## src/design/picvt_pkg.sv

```systemverilog
package picvt_pkg;

    // Fixed geometry in micrometres
    localparam int EXIT_CYL_RADIUS = 3000;
    localparam int CONE_LENGTH     = 3000;
    localparam int NOZZLE_EXTRA    = 500;
    localparam int WINDOW_RADIUS   = 2000;
    localparam int RIM_OFFSET      = 1500;

    // cos and sin of 50 degrees with 30 fraction bits
    localparam int COS50_Q30 = 690187940;
    localparam int SIN50_Q30 = 822533958;

    // Configuration register widths and reset values
    localparam int CHAMBER_RADIUS_W  = 14;
    localparam int CYLINDER_HEIGHT_W = 15;
    localparam int EXIT_RADIUS_W     = 12;
    localparam int CFG_DATA_W        = 15;
    localparam int CFG_INDEX_W       = 2;

    localparam logic [CHAMBER_RADIUS_W-1:0]  CHAMBER_RADIUS_RST  = 14'd8000;
    localparam logic [CYLINDER_HEIGHT_W-1:0] CYLINDER_HEIGHT_RST = 15'd8000;
    localparam logic [EXIT_RADIUS_W-1:0]     EXIT_RADIUS_RST     = 12'd750;

    typedef enum logic [CFG_INDEX_W-1:0] {
        REG_CHAMBER_RADIUS  = 2'd0,
        REG_CYLINDER_HEIGHT = 2'd1,
        REG_EXIT_RADIUS     = 2'd2
    } cfg_reg_t;

    // Load strobes of the first two pipeline stages
    typedef struct packed {
        logic ld1;
        logic ld2;
    } adv_t;

endpackage

```

## src/design/picvt_rotate.sv

```systemverilog
module picvt_rotate #(
    parameter int COORD_BITS     = 16,
    parameter int TRIG_FRAC_BITS = 16
) (
    input  logic                         aclk,
    input  picvt_pkg::adv_t              adv,
    input  logic signed [COORD_BITS-1:0] coord_x,
    input  logic signed [COORD_BITS-1:0] coord_z,
    output logic signed [COORD_BITS+1:0] v_out,
    output logic signed [COORD_BITS+1:0] u_out
);

    localparam int PW = COORD_BITS + TRIG_FRAC_BITS + 1;
    localparam int SH = 30 - TRIG_FRAC_BITS;
    localparam longint COS_Q = (longint'(picvt_pkg::COS50_Q30) + (longint'(1) << (SH - 1))) >> SH;
    localparam longint SIN_Q = (longint'(picvt_pkg::SIN50_Q30) + (longint'(1) << (SH - 1))) >> SH;
    localparam logic signed [TRIG_FRAC_BITS:0] COS_K = (TRIG_FRAC_BITS + 1)'(COS_Q);
    localparam logic signed [TRIG_FRAC_BITS:0] SIN_K = (TRIG_FRAC_BITS + 1)'(SIN_Q);
    localparam logic signed [PW:0] HALF = (PW + 1)'(longint'(1) << (TRIG_FRAC_BITS - 1));

    logic signed [PW-1:0] cx_reg, sz_reg, sx_reg, cz_reg;
    logic signed [PW-1:0] cx_next, sz_next, sx_next, cz_next;
    logic signed [PW:0]   vq, uq;
    logic signed [COORD_BITS+1:0] v_reg, u_reg;

    assign cx_next = coord_x * COS_K;
    assign sz_next = coord_z * SIN_K;
    assign sx_next = coord_x * SIN_K;
    assign cz_next = coord_z * COS_K;

    // Round to nearest micrometre, ties toward plus infinity
    assign vq = {cx_reg[PW-1], cx_reg} - {sz_reg[PW-1], sz_reg} + HALF;
    assign uq = {sx_reg[PW-1], sx_reg} + {cz_reg[PW-1], cz_reg} + HALF;

    always_ff @(posedge aclk) begin
        if (adv.ld1) begin
            cx_reg <= cx_next;
            sz_reg <= sz_next;
            sx_reg <= sx_next;
            cz_reg <= cz_next;
        end
        if (adv.ld2) begin
            v_reg <= vq[PW:TRIG_FRAC_BITS];
            u_reg <= uq[PW:TRIG_FRAC_BITS];
        end
    end

    assign v_out = v_reg;
    assign u_out = u_reg;

endmodule

```

## config.mk

```make
export PLATFORM = sky130hd
export DESIGN_NAME = picvt_rotate
export DESIGN_NICKNAME = d
export VERILOG_FILES = /design/src/design/picvt_pkg.sv /design/src/design/picvt_rotate.sv
export SDC_FILE = /design/constraint.sdc
export NUM_CORES = 1
export LEC_CHECK = 0
export BUFFER_PORTS_ARGS = -buffer_cell sky130_fd_sc_hd__buf_4
export CAP_MARGIN = 15
export CORE_UTILIZATION = 55
export DETAILED_ROUTE_END_ITERATION = 7
export PLACE_DENSITY = 0.82
export SYNTH_ARGS = -nofsm -noshare
export SYNTH_HDL_FRONTEND = slang
export SYNTH_SLANG_ARGS = --single-unit
```

## constraint.sdc

```tcl
create_clock -name aclk -period 6.45 [get_ports aclk]
set_clock_uncertainty 0.15 [all_clocks]
set_input_delay 0.3225 -clock aclk [delete_from_list [all_inputs] [get_ports aclk]]
set_output_delay 0.3225 -clock aclk [all_outputs]
set_load 0.02 [all_outputs]
```

==> flow_summary.json, run 1 <==
{
  "start_kind": "input pin",
  "finalHoldViolCount": 0,
  "max_cap_viol_count": 0,
  "clk_latency_ns": 0.46,
  "cp-end-kind": "flip-flop",
  "synth-seq-area-share": 0.189,
  "synthCells": 2538,
  "drtAntennaViolNets": 0,
  "grtUsageTotal": 0.268,
  "dieArea_sq_um": 47600,
  "cts_sinks": 162,
  "path_buf_inv": 5,
  "die_h_um": 218,
  "fin_setup_tns_ns": 0,
  "syn_avg_cell_area_sq_um": 10.1,
  "final_cell_mix": "631 x ha_1, 610 x inv_1, 246 x fa_1",
  "antenna_cells": 0,
  "max_freq_ghz": 0.174,
  "globalRoute.totalOverflow": 0,
  "drive_above_1_share": 0.0524,
  "grt_max_degree": 73,
  "holdBufCountCts": 0,
  "synth.distinct_cells": 70,
  "vias_per_cell": 5.60,
  "setup-violations-final": 0,
  "cp_common_cell": "ha_1",
  "clockBufferDepth": 2,
  "wl_per_cell_um": 18.6,
  "cp_cell_sequence": "buf_4 -> buf_4 -> ha_1 -> ha_1 -> ha_1 -> fa_1 -> inv_1 -> fa_1 -> fa_1 -> inv_1 -> ha_1 -> a21o_1 -> nor2_1 -> o21ai_0 -> a2111oi_2 -> nor3_1 -> buf_4 -> o31ai_1 -> a21oi_1 -> a311oi_1 -> xnor2_1",
  "worst_pin_slew_ns": 0.927,
  "routed_wl_um": 60200,
  "root_buffer": "clkbuf_16",
  "nets": 3535,
  "rsz0062_at_grt": "no",
  "syn_area_sq_um": 25700,
  "grt_pass1_wl_um": 98600,
  "cts_tree": "yes",
  "synth_ff_type": "edfxtp_1",
  "async_flop_share": 0,
  "ctsResizeCount": 0,
  "final_common_cell": "ha_1",
  "syn_to_final_growth_pct": 7.49,
  "die_w_um": 218,
  "outcome": "complete, no violations",
  "syn_nets": 3450,
  "path_class": "in2reg",
  "finalCritPeriodShare": 0.891,
  "dp_hpwl_um": 51400,
  "htreeDepth": 4,
  "pin_count": 71,
  "start_util": 0.562,
  "clkTransAtPathRegs_ns": 0.08,
  "coreArea_sq_um": 45700,
  "worstPathMaxFanout": 7,
  "required_ns": 6.50,
  "synth_warnings": 0,
  "cpLargestDelayFamily": "adder cells",
  "synth-seq-cells": 162,
  "numPortBuffers": 70,
  "final_max_slew_viol_count": 0,
  "dr.pass1.iters": 5,
  "grt_pass1_vias": 19100,
  "worst_ep_arrival_time_ns": 5.79,
  "slowest_stage": "fa_1",
  "period_minus_slack_ns": 5.74,
  "finalWeightedCongestion": 0.949,
  "max_stage_delay_ns": 0.54,
  "antenna_found_initial": 0,
  "min_path_type": "in2reg",
  "numCtsBuffers": 17,
  "rows": 78,
  "route.detailed.drc": 0,
  "relSlewSlack": 0.382,
  "cts_setup_buffers": 0,
  "vias": 18100,
  "synth_edf_count": 162,
  "drtIter0Drc": 1246
}
synth_stat cells, drive strengths merged (5+ instances only):
cell type,n,area share
a211o,5,0.0017
a211oi,21,0.0063
a21boi,7,0.0020
a21o,64,0.019
a21oi,113,0.022
a221oi,5,0.0019
a311oi,7,0.0024
a31o,6,0.0020
a31oi,14,0.0034
and3,16,0.0039
and4,6,0.0020
clkbuf,11,0.0016
edfxtp,162,0.19
fa,246,0.19
ha,631,0.31
inv,610,0.089
mux2,6,0.0026
mux2i,5,0.0019
nand2,64,0.0094
nand2b,12,0.0029
nand3,22,0.0043
nand4,12,0.0029
nor2,101,0.015
nor2b,10,0.0024
nor3,22,0.0043
o211ai,11,0.0032
o21a,24,0.0070
o21ai,69,0.013
o21bai,16,0.0047
o31ai,7,0.0020
or2,6,0.0015
or3,7,0.0017
xnor2,118,0.040
xor2,41,0.014
path summary, 6_finish.rpt:
path | from | slack (ns) | depth (start not counted) | endpoint
setup / recovery | coord_z[13] | 0.71 | 21 | cz_reg[31]
hold / removal | coord_z[0] | 0.11 | 1 | sz_reg[0]
setup reg to reg | sx_reg[1] | 2.42 | 11 | v_out[16]
hold reg to reg | sz_reg[32] | 0.67 | 2 | v_out[17]
through the flow:
stage	cell area, sq um	utilization	instances	hold WS (ns)	setup WS [ns]
6_report	27600	0.604	3236	0.112	0.705
5_1_grt	27600	0.604	3236	0.100	0.511
4_1_cts	27600	0.604	3236	0.100	0.835
3_5_place_dp	27000	0.591	3204	0.566	0.362
3_3_place_gp	27000	0.591	3204	0.577	0.447
2_1_floorplan	25700	-	2538	0.271	1.14
logic make-up (layout without fill, tap and decap cells):
logic type,after synthesis,after routing,synth area share
multiplexers,11,11,0.00458
AO/OA/AOI/OAI,409,409,0.106
adder cells (fa/ha/maj),877,877,0.499
flip-flops,162,162,0.189
XOR/XNOR,159,159,0.0542
AND/OR/NAND/NOR,297,297,0.0556
buffers and inverters,623,721,0.0911
routing by layer:
metal  vias up  track usage  wire [um]
li1       8714            -          -
met3       112       0.0386       3010
met5         -            0          0
met1      8819        0.368      28100
met4         0       0.0786       1570
met2       483        0.438      27600
layout make-up:
cell class / count / area, sq um
fillers: 3737 / 18100
clock inverters: 15 / 203
inverters: 610 / 2290
well taps: 600 / 751
clock buffers: 17 / 425
repair buffers: 79 / 593
multi-input cells: 1753 / 18500
flip-flops and latches: 162 / 4860
Power of run 1 is left out: the tool's default activity adds up to more than one toggle a clock period on the data nets, which glitch-free logic cannot reach.
==> run 2, diff against run 1 <==
- CORE_UTILIZATION: 55 -> 30
- PLACE_DENSITY: 0.82 -> 0.54
==> run 2 against run 1 <==
- clock-buffer cell count is 3 higher
- register-to-register slack lost 0.04 ns
- setup slack better by 0.17 ns
- largest cell class unchanged
- first-iteration DRC count down 40%
- maximum frequency rose by 3.0%
- utilization down 27 points
- routed wire length hardly changed
- critical endpoint is now cx_reg[31]
- worst hold slack worse by 0.035 ns
==> flow_summary.json, run 2 (synthesis gave the netlist of run 1 again) <==
{
  "fill_cells": 8620,
  "final_common_cell": "ha_1",
  "finalCritPeriodShare": 0.865,
  "grt_pass1_vias": 17600,
  "grt_pass1_wl_um": 96800,
  "clockBufferDepth": 2,
  "required_ns": 6.56,
  "min_path_type": "in2reg",
  "rows": 106,
  "start_util": 0.305,
  "final-instance-count-excl-fill": 3770,
  "setup_slack_ns": 0.873,
  "clkTransAtPathRegs_ns": 0.06,
  "busiest_layer": "met2",
  "rsz0062_at_grt": "no",
  "worstPathMaxFanout": 11,
  "antenna_found_initial": 0,
  "cp_common_cell": "inv_1",
  "drive_above_1_share": 0.0501,
  "met3_usage": 0.0186,
  "grt_max_degree": 72,
  "grtUsageTotal": 0.144,
  "outcome": "complete, no violations",
  "root_buffer": "clkbuf_16",
  "worstHoldStart": "coord_x[0]",
  "nets": 3535,
  "relSlewSlack": 0.336,
  "reg2reg_slack_ns": 2.38,
  "r2r-end": "u_out[17]",
  "grt.met1_usage": 0.197,
  "cp-end-kind": "flip-flop",
  "vias_per_cell": 4.53,
  "holdBufCountCts": 0,
  "worst_pin_slew_ns": 0.990,
  "finalHoldViolCount": 0,
  "timing.rr.start": "cz_reg[18]",
  "routed_wl_um": 60200,
  "clk_latency_ns": 0.46,
  "vias": 17100,
  "final_max_slew_viol_count": 0,
  "dp.cells": 3738,
  "antenna_cells": 0,
  "cts_setup_buffers": 0,
  "coreArea_sq_um": 84200,
  "numPortBuffers": 70,
  "hold_depth": 1,
  "max_stage_delay_ns": 0.56,
  "cts_sinks": 162,
  "ctsResizeCount": 0,
  "die_w_um": 295,
  "syn_to_final_growth_pct": 9.86,
  "route.detailed.drc": 0,
  "finalWeightedCongestion": 0.894,
  "start_kind": "input pin",
  "min_to": "sx_reg[0]",
  "max_freq_ghz": 0.179,
  "die_h_um": 295,
  "fin_setup_tns_ns": 0,
  "path_class": "in2reg",
  "drtAntennaViolNets": 0,
  "dr.pass1.iters": 5,
  "dp_hpwl_um": 52100,
  "final_cell_mix": "631 x ha_1, 610 x inv_1, 246 x fa_1",
  "pin_count": 71,
  "place_ws_ns": 0.381,
  "period_minus_slack_ns": 5.58,
  "htreeDepth": 4,
  "globalRoute.totalOverflow": 0,
  "reg2reg_depth": 11,
  "slowest_stage": "fa_1",
  "cts_tree": "yes",
  "max_cap_viol_count": 0,
  "grt_use_met2": 0.240,
  "cp_cell_sequence": "buf_4 -> inv_1 -> ha_1 -> inv_1 -> ha_1 -> ha_1 -> inv_1 -> fa_1 -> fa_1 -> fa_1 -> inv_1 -> ha_1 -> o2111ai_1 -> inv_1 -> and3_1 -> a221oi_2 -> o22ai_1 -> o211a_1 -> a31o_1 -> or4_1 -> o211ai_1",
  "drtIter0Drc": 747,
  "setup-violations-final": 0,
  "wl_per_cell_um": 16.0,
  "numCtsBuffers": 17,
  "worst_ep_arrival_time_ns": 5.68,
  "dieArea_sq_um": 86800
}
[run 2: changes by cell type in the layout (fill, tap and decap cells not counted), sizes merged]
cell / before / now
clkbuf: 17 / 20
inv: 620 / 613
bufinv: 1 / 2
clkinvlp: 0 / 2
clkinv: 4 / 5
[run 2: metal layers]
metal  vias up  part of all wire  wire (um)
met5         -                 0          0
met4         0             0.017       1030
met3        49             0.029       1720
met2       250              0.46      27700
met1      8080              0.49      29700
li1       8692                 -          -
[run 2: worst max-delay path: cells and delay by family]
family,cells,cell delay (ns)
adders and majority gates,7,2.76
AOI/OAI and AO/OA,6,1.32
buffers and inverters,6,0.65
and+or+nand+nor,2,0.60
[run 2: worst max path at each step]
stage                start         end  slack, ns  cells after the start
2_1_floorplan  coord_z[14]  cz_reg[32]       1.14                     20
3_3_place_gp   coord_x[14]  cx_reg[31]       0.38                     21
3_5_place_dp   coord_x[14]  cx_reg[31]       0.38                     21
4_1_cts        coord_x[14]  cx_reg[31]       0.87                     21
5_1_grt        coord_z[14]  cz_reg[32]       0.53                     21
6_report       coord_x[14]  cx_reg[31]       0.87                     21
[run 2: per-stage QoR]
step | utilization | hold WS [ns] | area (sq um)
after floorplan | - | 0.271 | 25700
after global placement | 0.328 | 0.547 | 27600
after detailed placement | 0.328 | 0.541 | 27600
after CTS | 0.335 | 0.0495 | 28200
after global routing | 0.335 | 0.0546 | 28200
final | 0.335 | 0.0768 | 28200
[run 2: final cells by class]
type                       instances  area (sq um)  area share
clock buffer                      20           437      0.0155
multi-input combinational       1753         18500       0.655
inverter                         610          2290      0.0811
timing repair buffer              79           593      0.0210
tap                             1134          1420      0.0503
clock inverter                    12           133     0.00470
sequential                       162          4860       0.172
Power of run 2 is left out for the same reason.
==> run 3, diff against run 2 <==
--- a/config.mk
+++ b/config.mk
@@ -8,4 +8,5 @@
 export BUFFER_PORTS_ARGS = -buffer_cell sky130_fd_sc_hd__buf_4
 export CAP_MARGIN = 15
+export CORE_ASPECT_RATIO = 1.1
 export CORE_UTILIZATION = 30
 export DETAILED_ROUTE_END_ITERATION = 7
@@ -14,2 +15,3 @@
 export SYNTH_HDL_FRONTEND = slang
 export SYNTH_SLANG_ARGS = --single-unit
+export TNS_END_PERCENT = 50
==> constraint.sdc (replaced) <==
create_clock -name aclk -period 6.45 [get_ports aclk]
set_clock_uncertainty 0.15 [all_clocks]
set_input_delay 1.935 -clock aclk [delete_from_list [all_inputs] [get_ports aclk]]
set_output_delay 1.935 -clock aclk [all_outputs]
set_load 0.02 [all_outputs]
==> run 3 against run 2 <==
- the flow now finishes with violations (negative setup slack)
- cell count up 11%
- utilization increased by 5.1 points
- worst hold slack gained 0.48 ns
- non-clock buffer count is 405 higher
- critical endpoint is now sz_reg[29]
==> flow_summary.json, run 3 (synthesis gave the netlist of run 1 again) <==
{
  "outcome": "finished with violations",
  "failed_checks": "negative setup slack",
  "vdd_drop_max_mv": 0.336,
  "reg2reg_depth": 11,
  "grt_pass1_wl_um": 105000,
  "holdWs_ns": 0.554,
  "finalWeightedCongestion": 0.882,
  "pin_count": 71,
  "required_ns": 6.48,
  "holdBufCountCts": 0,
  "nets": 3940,
  "start_kind": "input pin",
  "power.density_nw_per_um2": 569,
  "numCtsBuffers": 17,
  "clk_latency_ns": 0.44,
  "start_util": 0.303,
  "clkTransAtPathRegs_ns": 0.07,
  "grt_max_degree": 64,
  "finalHoldViolCount": 0,
  "min_path_type": "reg2reg",
  "setup_slack_ns": -0.0225,
  "die_h_um": 309,
  "grt_pass1_vias": 19600,
  "seq_area_sq_um": 4860,
  "path_class": "in2reg",
  "wl_per_cell_um": 15.8,
  "coreArea_sq_um": 84800,
  "final_cell_mix": "570 x inv_1, 561 x ha_1, 458 x buf_4",
  "dr.pass1.iters": 5,
  "root_buffer": "clkbuf_16",
  "route.detailed.drc": 0,
  "cts_tree": "yes",
  "antenna_cells": 0,
  "fill_cells": 8398,
  "finalCritPeriodShare": 1.00,
  "htreeDepth": 4,
  "max_stage_delay_ns": 0.51,
  "cp_cell_sequence": "buf_6 -> ha_4 -> ha_4 -> inv_2 -> fa_1 -> fa_1 -> inv_1 -> fa_1 -> fa_2 -> ha_4 -> a21o_1 -> a21o_1 -> a21o_1 -> a311oi_2 -> o31a_1 -> o21bai_1 -> a221o_1 -> nand4_1 -> o311ai_2",
  "multi_input_area_sq_um": 19700,
  "vias_per_cell": 4.47,
  "period_minus_slack_ns": 6.47,
  "max_cap_viol_count": 0,
  "slowest_stage": "fa_1",
  "grtUsageTotal": 0.158,
  "cp-end-kind": "flip-flop",
  "place_area_sq_um": 31100,
  "clockBufferDepth": 2,
  "drtIter0Drc": 718,
  "cts_sinks": 162,
  "fin_setup_tns_ns": -0.0269,
  "worstPathMaxFanout": 5,
  "final_common_cell": "inv_1",
  "leakage_nw": 16.6,
  "antenna_found_initial": 0,
  "drtAntennaViolNets": 0,
  "rows": 112,
  "worst_pin_slew_ns": 0.926,
  "fin_area_sq_um": 32700,
  "final_max_slew_viol_count": 0,
  "worst_ep_arrival_time_ns": 6.50,
  "max_freq_ghz": 0.155,
  "globalRoute.totalOverflow": 0,
  "die_w_um": 281,
  "numPortBuffers": 70,
  "dp_hpwl_um": 58000,
  "dieArea_sq_um": 86800,
  "rsz0062_at_grt": "yes",
  "hold_depth": 2,
  "routed_wl_um": 66100,
  "drive_above_1_share": 0.241,
  "relSlewSlack": 0.383,
  "syn_to_final_growth_pct": 27.3,
  "setup-violations-final": 2,
  "vias": 18700
}
==> run 3: what timing repair did <==
action	CTS	global route
buffers inserted	14	7
gates resized for setup	49	130
setup endpoints to repair	22	45
gates cloned	0	0
pin swaps	35	68
==> run 3: final timing paths <==
| check | start | to | slack, ns |
|---|---|---|---|
| hold / removal | sz_reg[32] | v_out[17] | 0.55 |
| setup reg to reg | cz_reg[18] | u_out[17] | 2.58 |
| setup / recovery | coord_z[9] | sz_reg[29] | -0.02 |
| hold reg to reg | sz_reg[32] | v_out[17] | 0.55 |
==> run 3: critical path, delay by kind of cell <==
family	cells	cell delay [ns]
AOI/OAI and AO/OA	8	1.70
adders and majority gates	7	2.51
and+or+nand+nor	1	0.15
buffers and inverters	3	0.20
==> run 3: report_power, final <==
group | switching, W | internal, W | total (W)
sequential | 0.000245 | 0.00231 | 0.00256
clock | 0.000455 | 0.000582 | 0.00104
combinational | 0.00770 | 0.00730 | 0.0150
==> run 3: layout make-up <==
| cell class | count | share of cell area |
|---|---|---|
| Clock buffer | 17 | 0.0130 |
| Clock inverter | 15 | 0.00540 |
| Inverter | 610 | 0.0705 |
| Multi-Input combinational cell | 1753 | 0.603 |
| Sequential cell | 162 | 0.149 |
| Tap cell | 1140 | 0.0436 |
| Timing Repair Buffer | 484 | 0.116 |
==> run 3: layer usage <==
metal,global-route usage,share of wire,vias up
li1,-,-,9510
met1,0.200,0.45,8944
met2,0.289,0.51,184
met3,0.0151,0.018,44
met4,0.0328,0.016,0
met5,0,0,-
==> run 3: through the flow <==
step / cells / power (W) / utilization / setup slack [ns]
2_1_floorplan: 2538 / 0.0113 / - / -0.112
3_3_place_gp: 4129 / 0.0169 / 0.367 / -0.594
3_5_place_dp: 4129 / 0.0169 / 0.367 / -0.632
4_1_cts: 4174 / 0.0183 / 0.378 / -0.0184
5_1_grt: 4181 / 0.0205 / 0.386 / -0.229
6_report: 4181 / 0.0186 / 0.386 / -0.0225
No activity file was read; power rests on OpenSTA's default activity.
